`src/hrp_pkg.sv`:
```
`default_nettype none
// ----------------------------------------------------------------------------
// hrp_pkg
// Shared types, constants and the digit decode for the hex record parser.
// ----------------------------------------------------------------------------
package hrp_pkg;

  localparam int unsigned HRP_MAX_DATA = 16;

  localparam logic [7:0] CHAR_START = 8'h3A;  // ':'
  localparam logic [7:0] CHAR_NINE  = 8'h39;  // '9'
  localparam logic [7:0] CHAR_ZERO  = 8'h30;  // '0'
  localparam logic [7:0] ALPHA_BIAS = 8'd87;  // 'a' - 10

  typedef enum logic [2:0] {
    PH_WAIT   = 3'd0,
    PH_COUNT  = 3'd1,
    PH_ADDRHI = 3'd2,
    PH_ADDRLO = 3'd3,
    PH_TYPE   = 3'd4,
    PH_DATA   = 3'd5,
    PH_CSUM   = 3'd6
  } phase_t;

  typedef enum logic [1:0] {
    ST_CSUM_OK  = 2'd0,
    ST_CSUM_ERR = 2'd1,
    ST_OVERLONG = 2'd2
  } status_t;

  localparam logic KIND_DATA   = 1'b0;
  localparam logic KIND_RECORD = 1'b1;

  typedef struct packed {
    logic        kind;
    logic [7:0]  data_byte;
    logic [3:0]  offset;
    logic [15:0] load_address;
    logic [7:0]  rec_type;
    logic [7:0]  length;
    logic [1:0]  status;
  } result_t;

  // Any character decodes to a nibble; non-hex characters are not trapped.
  function automatic logic [3:0] nibble_of(input logic [7:0] c);
    logic [7:0] d;
    if (c <= CHAR_NINE) d = c - CHAR_ZERO;
    else                d = c - ALPHA_BIAS;
    return d[3:0];
  endfunction

endpackage
`default_nettype wire

```
`src/hex_record_parser.sv`:
```
`default_nettype none
// ----------------------------------------------------------------------------
// hex_record_parser
// Intel HEX style record decoder: one ASCII character per word in, data
// bytes and end-of-record status words out.
// ----------------------------------------------------------------------------
//
//  channel | ports                                   | dir | word
//  --------+-----------------------------------------+-----+--------------------
//  in      | in_valid, in_stall, in_char_in          | in  | one character
//  out     | out_valid, out_stall, out_kind ...      | out | data byte / record
//
// One character per cycle while in_stall is low. Each character is decoded in a
// single pass from the phase registers to the output register, or to the skid
// slot while the output stalls.
// Reset (rst_n low, synchronous) returns to waiting for ':' and empties the
// output register and skid slot.
// A stall on the output parks one result in a skid slot; in_stall is high
// exactly while that slot is full.
// ----------------------------------------------------------------------------
module hex_record_parser import hrp_pkg::*; #(
  parameter int unsigned MAX_DATA = HRP_MAX_DATA
) (
  input  wire logic        clk,
  input  wire logic        rst_n,

  input  wire logic        in_valid,
  output logic             in_stall,
  input  wire logic [7:0]  in_char_in,

  output logic             out_valid,
  input  wire logic        out_stall,
  output logic             out_kind,
  output logic [7:0]       out_data_byte,
  output logic [3:0]       out_offset,
  output logic [15:0]      out_load_address,
  output logic [7:0]       out_rec_type,
  output logic [7:0]       out_length,
  output logic [1:0]       out_status
);

  // Limit as an 8-bit compare operand (range is 1..255).
  localparam logic [7:0] MaxData = 8'(MAX_DATA);

  // Parser state
  phase_t      phase_r, phase_nxt;
  logic [3:0]  high_nibble_r, high_nibble_nxt;
  logic        digit_phase_r, digit_phase_nxt;
  logic [7:0]  count_r, count_nxt;
  logic [15:0] addr_r, addr_nxt;
  logic [7:0]  type_r, type_nxt;
  logic [7:0]  sum_r, sum_nxt;
  logic [7:0]  index_r, index_nxt;

  // Output register and skid slot
  logic        out_valid_r;
  result_t     out_r;
  logic        skid_valid_r;
  result_t     skid_r;

  logic        in_take;
  logic        out_take;
  logic        res_valid;
  result_t     res;

  logic [3:0]  nib;
  logic [7:0]  byte_val;
  logic [7:0]  index_inc;

  assign in_stall  = skid_valid_r;
  assign in_take   = in_valid && !in_stall;
  assign out_take  = out_valid_r && !out_stall;

  assign nib       = nibble_of(in_char_in);
  assign byte_val  = {high_nibble_r, nib};
  assign index_inc = index_r + 8'd1;

  // Next phase
  always_comb begin
    phase_nxt = phase_r;
    if (in_take) begin
      unique case (phase_r)
        PH_WAIT:   phase_nxt = (in_char_in == CHAR_START) ? PH_COUNT : PH_WAIT;
        PH_COUNT:  if (digit_phase_r) phase_nxt = PH_ADDRHI;
        PH_ADDRHI: if (digit_phase_r) phase_nxt = PH_ADDRLO;
        PH_ADDRLO: if (digit_phase_r) phase_nxt = PH_TYPE;
        PH_TYPE: begin
          if (digit_phase_r) phase_nxt = (count_r == 8'd0) ? PH_CSUM : PH_DATA;
        end
        PH_DATA: begin
          if (digit_phase_r && (index_inc >= count_r)) phase_nxt = PH_CSUM;
        end
        PH_CSUM:   if (digit_phase_r) phase_nxt = PH_WAIT;
        default:   phase_nxt = PH_WAIT;
      endcase
    end
  end

  // Datapath and result word
  always_comb begin
    high_nibble_nxt = high_nibble_r;
    digit_phase_nxt = digit_phase_r;
    count_nxt       = count_r;
    addr_nxt        = addr_r;
    type_nxt        = type_r;
    sum_nxt         = sum_r;
    index_nxt       = index_r;
    res_valid       = 1'b0;

    res.kind         = KIND_DATA;
    res.data_byte    = byte_val;
    res.offset       = index_r[3:0];
    res.load_address = addr_r;
    res.rec_type     = type_r;
    res.length       = count_r;
    res.status       = ST_CSUM_OK;

    if (in_take) begin
      if (phase_r == PH_WAIT) begin
        if (in_char_in == CHAR_START) begin
          digit_phase_nxt = 1'b0;
          high_nibble_nxt = 4'd0;
          sum_nxt         = 8'd0;
          index_nxt       = 8'd0;
        end
      end else if (!digit_phase_r) begin
        high_nibble_nxt = nib;
        digit_phase_nxt = 1'b1;
      end else begin
        digit_phase_nxt = 1'b0;
        sum_nxt         = sum_r + byte_val;
        unique case (phase_r)
          PH_COUNT:  count_nxt = byte_val;
          PH_ADDRHI: addr_nxt  = {byte_val, 8'd0};
          PH_ADDRLO: addr_nxt  = {addr_r[15:8], byte_val};
          PH_TYPE: begin
            type_nxt  = byte_val;
            index_nxt = 8'd0;
          end
          PH_DATA: begin
            index_nxt = index_inc;
            res_valid = (index_r < MaxData);
          end
          default: begin
            // checksum byte: close the record
            res.kind      = KIND_RECORD;
            res.data_byte = 8'd0;
            res.offset    = 4'd0;
            if (count_r > MaxData)         res.status = ST_OVERLONG;
            else if (sum_r + byte_val == 8'd0) res.status = ST_CSUM_OK;
            else                           res.status = ST_CSUM_ERR;
            res_valid = 1'b1;
          end
        endcase
      end
    end
  end

  always_ff @(posedge clk) begin
    if (!rst_n) begin
      phase_r       <= PH_WAIT;
      high_nibble_r <= 4'd0;
      digit_phase_r <= 1'b0;
      count_r       <= 8'd0;
      addr_r        <= 16'd0;
      type_r        <= 8'd0;
      sum_r         <= 8'd0;
      index_r       <= 8'd0;
    end else begin
      phase_r       <= phase_nxt;
      high_nibble_r <= high_nibble_nxt;
      digit_phase_r <= digit_phase_nxt;
      count_r       <= count_nxt;
      addr_r        <= addr_nxt;
      type_r        <= type_nxt;
      sum_r         <= sum_nxt;
      index_r       <= index_nxt;
    end
  end

  // Output register with one skid slot behind it.
  always_ff @(posedge clk) begin
    if (!rst_n) begin
      out_valid_r  <= 1'b0;
      skid_valid_r <= 1'b0;
    end else if (!out_valid_r || out_take) begin
      if (skid_valid_r) begin
        // in_stall held input off, so no new result this cycle
        out_valid_r  <= 1'b1;
        skid_valid_r <= 1'b0;
      end else begin
        out_valid_r  <= res_valid;
      end
    end else if (res_valid) begin
      skid_valid_r <= 1'b1;
    end
  end

  always_ff @(posedge clk) begin
    if (!out_valid_r || out_take) begin
      if (skid_valid_r) out_r <= skid_r;
      else if (res_valid) out_r <= res;
    end else if (res_valid) begin
      skid_r <= res;
    end
  end

  assign out_valid        = out_valid_r;
  assign out_kind         = out_r.kind;
  assign out_data_byte    = out_r.data_byte;
  assign out_offset       = out_r.offset;
  assign out_load_address = out_r.load_address;
  assign out_rec_type     = out_r.rec_type;
  assign out_length       = out_r.length;
  assign out_status       = out_r.status;

endmodule
`default_nettype wire

```
`config.mk`:
```
export PLATFORM = sky130hd
export DESIGN_NAME = hex_record_parser
export DESIGN_NICKNAME = d
export VERILOG_FILES = /design/src/hrp_pkg.sv /design/src/hex_record_parser.sv
export SDC_FILE = /design/constraint.sdc
export NUM_CORES = 1
export LEC_CHECK = 0
export BUFFER_PORTS_ARGS = -buffer_cell sky130_fd_sc_hd__buf_2
export CAP_MARGIN = 20
export CORE_ASPECT_RATIO = 1.5
export CORE_UTILIZATION = 35
export CTS_CLUSTER_SIZE = 40
export DETAILED_ROUTE_END_ITERATION = 10
export PLACE_DENSITY = 0.5
export SLEW_MARGIN = 5
export SYNTH_ARGS = -nofsm -noshare
export SYNTH_HDL_FRONTEND = slang
export SYNTH_SLANG_ARGS = --single-unit
```
`constraint.sdc`:
```
create_clock -name clk -period 15.21 [get_ports clk]
set_clock_uncertainty 0.05 [all_clocks]
set_input_delay 3.042 -clock clk [delete_from_list [all_inputs] [get_ports clk]]
set_output_delay 3.042 -clock clk [all_outputs]
set_load 0.05 [all_outputs]
```
==> results.sh <==
export IMPL_tightest_slew_ns=0.955
export IMPL_vias=4315
export IMPL_leakage_nw=2.86
export IMPL_portBuffers=60
export IMPL_crit_path_start_kind="input port"
export IMPL_required_ns=15.31
export IMPL_hold_path_class="reg -> reg"
export IMPL_cts_made_buffers=17
export IMPL_ir_worst_vdd_mv=0.0576
export IMPL_pin_count=61
export IMPL_crit_fanout=7
export IMPL_hold_path_cell_count=0
export IMPL_cpPeakStageDelay_ns=0.63
export IMPL_fin_tns_setup_ns=0
export IMPL_num_rows=61
export IMPL_synth_edf_count=94
export IMPL_wl_met2_um=7480
export IMPL_area_growth_pct=17.4
export IMPL_cp_cell_sequence="buf_2 > inv_1 > ha_1 > o21ba_2 > o21a_1 > xnor2_1 > ha_1 > inv_1 > fa_1 > nand2b_1 > a21oi_1 > xor2_1 > nor4_1 > nor4bb_1 > o21ai_0"
export IMPL_cts_root_buffer="clkbuf_16"
export IMPL_antenna_found_initial=0
export IMPL_fin_cells=870
export IMPL_grt_pass1_wl_um=23200
export IMPL_synth_seq_area_share_pct=60.1
export IMPL_yosysWarnings=0
export IMPL_coreArea_um2=18500
export IMPL_start_util_pct=35.8
export IMPL_post_drt_wl_per_cell_um=16.8
export IMPL_antenna_left=0
export IMPL_end_kind="flop"
export IMPL_drc=0
export IMPL_drt_iter0_drc=238
export IMPL_die_height_um=171
export IMPL_wl_um=14600
export IMPL_critical_path_class="in -> reg"
export IMPL_clk_pin_slew_worst_paths_ns=0.06
export IMPL_insertion_delay_ns=0.41
export IMPL_grt_overflow=0
export IMPL_cts_buffer_depth=2
export IMPL_avgViaCountPerCell=4.96
export IMPL_grt_max_degree=60
export IMPL_met3WireLength_um=464
export IMPL_ys_ff_latch=152
export IMPL_die_area_um2=19500
export IMPL_ys_types=56
export IMPL_place_gp_congestion=0.789
export IMPL_cts_resized=0
export IMPL_min_period_ns=6.26
export IMPL_synth_nets=577
export IMPL_htreeDepth=4
export IMPL_top_layer="met4"
export IMPL_layout_area_seq_um2=3990
export IMPL_cts_hold_buffers=0
export IMPL_max_slew_margin_pct=36.3
export IMPL_drive_above_1_share_pct=23.1
export IMPL_place_hpwl_um=9920
export IMPL_firstDrtPassIters=5
export IMPL_post_cts_buffers=0
export IMPL_async_reset_ff_share_pct=0
export IMPL_grt_pass1_vias=4335
export IMPL_synth_avg_cell_area_um2=12.2
export IMPL_reg2reg_depth=4
export IMPL_hold_viol=0
export IMPL_cts_tree="yes"
export IMPL_antenna_cells=0
export IMPL_synth_main_ff_cell="edfxtp_1"
export IMPL_setup_viol=0
export IMPL_synth_area_um2=6630
export IMPL_fmax_mhz=160
export IMPL_netlist_instances=544
export IMPL_arrival_ns=6.36
export IMPL_die_w_um=114
export IMPL_multiInputGateArea_um2=2510
export IMPL_final_nets=638
export IMPL_grt_usage_pct=15.7
export IMPL_nFillCells=1793
export IMPL_wl_met1_um=6440
export IMPL_slew_violations=0
export IMPL_rsz0062_at_grt="no"
export IMPL_power_density_nw_per_um2=111
export IMPL_period_share_pct=41.1
export IMPL_clock_sinks=152
export IMPL_cap_violations=0
export IMPL_critPathSlowestCell="xnor2_1"
export IMPL_placed_cells=838
export IMPL_status="finished, final reports clean"
[registers in the layout, summed over array words and instances, names as in the netlist]
register and flops:
index_r 8, addr_r 16, out_offset 4, out_length 8, out_rec_type 8, out_status 2, out_data_byte 8, out_load_address 16
sum_r 8, phase_r 3, skid_r 47, out_valid 1, in_stall 1, out_kind 1, digit_phase_r 1, high_nibble_r 4
type_r 8, count_r 8
[area by class of cell]
class | count | area share [%]
flip-flops and latches | 152 | 51.1
repair buffers | 65 | 4.34
inverters | 17 | 0.819
multi-input cells | 352 | 32.2
well taps | 252 | 4.05
clock buffers | 19 | 5.56
clock inverters | 13 | 1.89
[final timing paths]
kind | start | end | slack, ns
worst max register to register | in_stall | out_data_byte[1] | 12.53
worst max-delay path | in_char_in[0] | out_status[0] | 8.95
worst min register to register | addr_r[13] | skid_r[31] | 0.41
worst min-delay path | addr_r[13] | skid_r[31] | 0.41
[synth_stat cells, drive strengths merged, types with 5 or more instances]
library cell / number / area, um^2
buf: 5 / 26.3
a22oi: 17 / 128
mux2i: 12 / 120
nor2: 29 / 109
inv: 16 / 60.1
o21ai: 30 / 154
nand2: 51 / 191
nand2b: 9 / 63.8
xnor2: 6 / 52.6
nor3: 5 / 25.0
edfxtp: 94 / 2820
nand3: 12 / 60.1
mux2: 34 / 383
a21boi: 12 / 90.1
nor2b: 30 / 193
dfxtp: 58 / 1160
and2: 12 / 75.1
ha: 20 / 250
a21oi: 13 / 65.1
o211a: 10 / 100
xor2: 9 / 78.8
clkbuf: 18 / 67.6
[where the power goes]
| group | switching (mW) | internal [mW] |
|---|---|---|
| logic | 0.0124 | 0.00722 |
| registers | 0.0000887 | 0.433 |
| clock network | 0.169 | 0.244 |
[logic make-up (layout without fill, tap and decap cells)]
kind of cell	Yosys count	in the layout	synth area share, %
compound gates	106	106	11.0
flops	152	152	60.1
buf+inv	40	114	2.38
mux	46	46	7.58
xor+xnor	15	15	1.98
fa+ha+maj	21	21	4.07
simple gates	164	164	12.9
[cells in the final DEF (no fill, tap or decap), types with 2 or more instances in the layout]
master / Yosys / final
and2_1: 12 / 12
bufinv_16: 0 / 2
a21o_1: 2 / 2
clkinv_4: 0 / 5
dfxtp_1: 58 / 57
and3_1: 2 / 2
xnor2_1: 6 / 6
inv_1: 16 / 16
edfxtp_1: 94 / 94
nand3_1: 12 / 12
or3_1: 3 / 3
clkbuf_16: 0 / 17
o211ai_1: 3 / 3
o21ai_0: 28 / 28
nand2b_1: 8 / 8
a21oi_1: 13 / 12
nor2b_2: 2 / 2
buf_4: 1 / 5
o211a_1: 10 / 10
o21a_1: 3 / 3
nand2_1: 51 / 51
ha_1: 20 / 20
clkinv_2: 0 / 2
xor2_1: 9 / 9
inv_6: 0 / 3
a21boi_0: 11 / 11
o31ai_1: 3 / 3
a31o_2: 2 / 2
nor3b_1: 3 / 2
nor2b_1: 28 / 28
a22oi_1: 17 / 17
mux2_2: 34 / 34
nor2_1: 29 / 29
nor3_1: 5 / 5
mux2i_1: 12 / 12
a31oi_1: 3 / 3
buf_2: 3 / 60
clkbuf_1: 18 / 2
[stage by stage]
step / total power [mW] / setup WS (ns) / hold slack [ns] / utilization, % / area (um^2)
final: 0.866 / 8.95 / 0.406 / 42.0 / 7790
after global routing: 0.894 / 8.70 / 0.422 / 42.0 / 7790
after CTS: 0.875 / 8.95 / 0.403 / 42.0 / 7790
after detailed placement: 0.462 / 8.53 / 0.389 / 38.9 / 7210
after global placement: 0.461 / 8.63 / 0.386 / 38.9 / 7210
after floorplan: 0.455 / 7.65 / 0.370 / - / 6630
[critical path, delay by kind of cell]
| kind | cells | cell delay (ns) |
|---|---|---|
| compound gates | 4 | 0.70 |
| buf+inv | 3 | 0.27 |
| xor+xnor | 2 | 0.73 |
| simple gates | 3 | 0.70 |
| fa+ha+maj | 3 | 0.91 |
[per-layer routing]
layer,vias to the layer above,GRT usage [%]
met5,-,0
met4,0,5.48
met3,12,3.37
met2,77,27.5
met1,2128,18.9
li1,2098,-
Note: power is estimated with default switching activity, not from simulation.
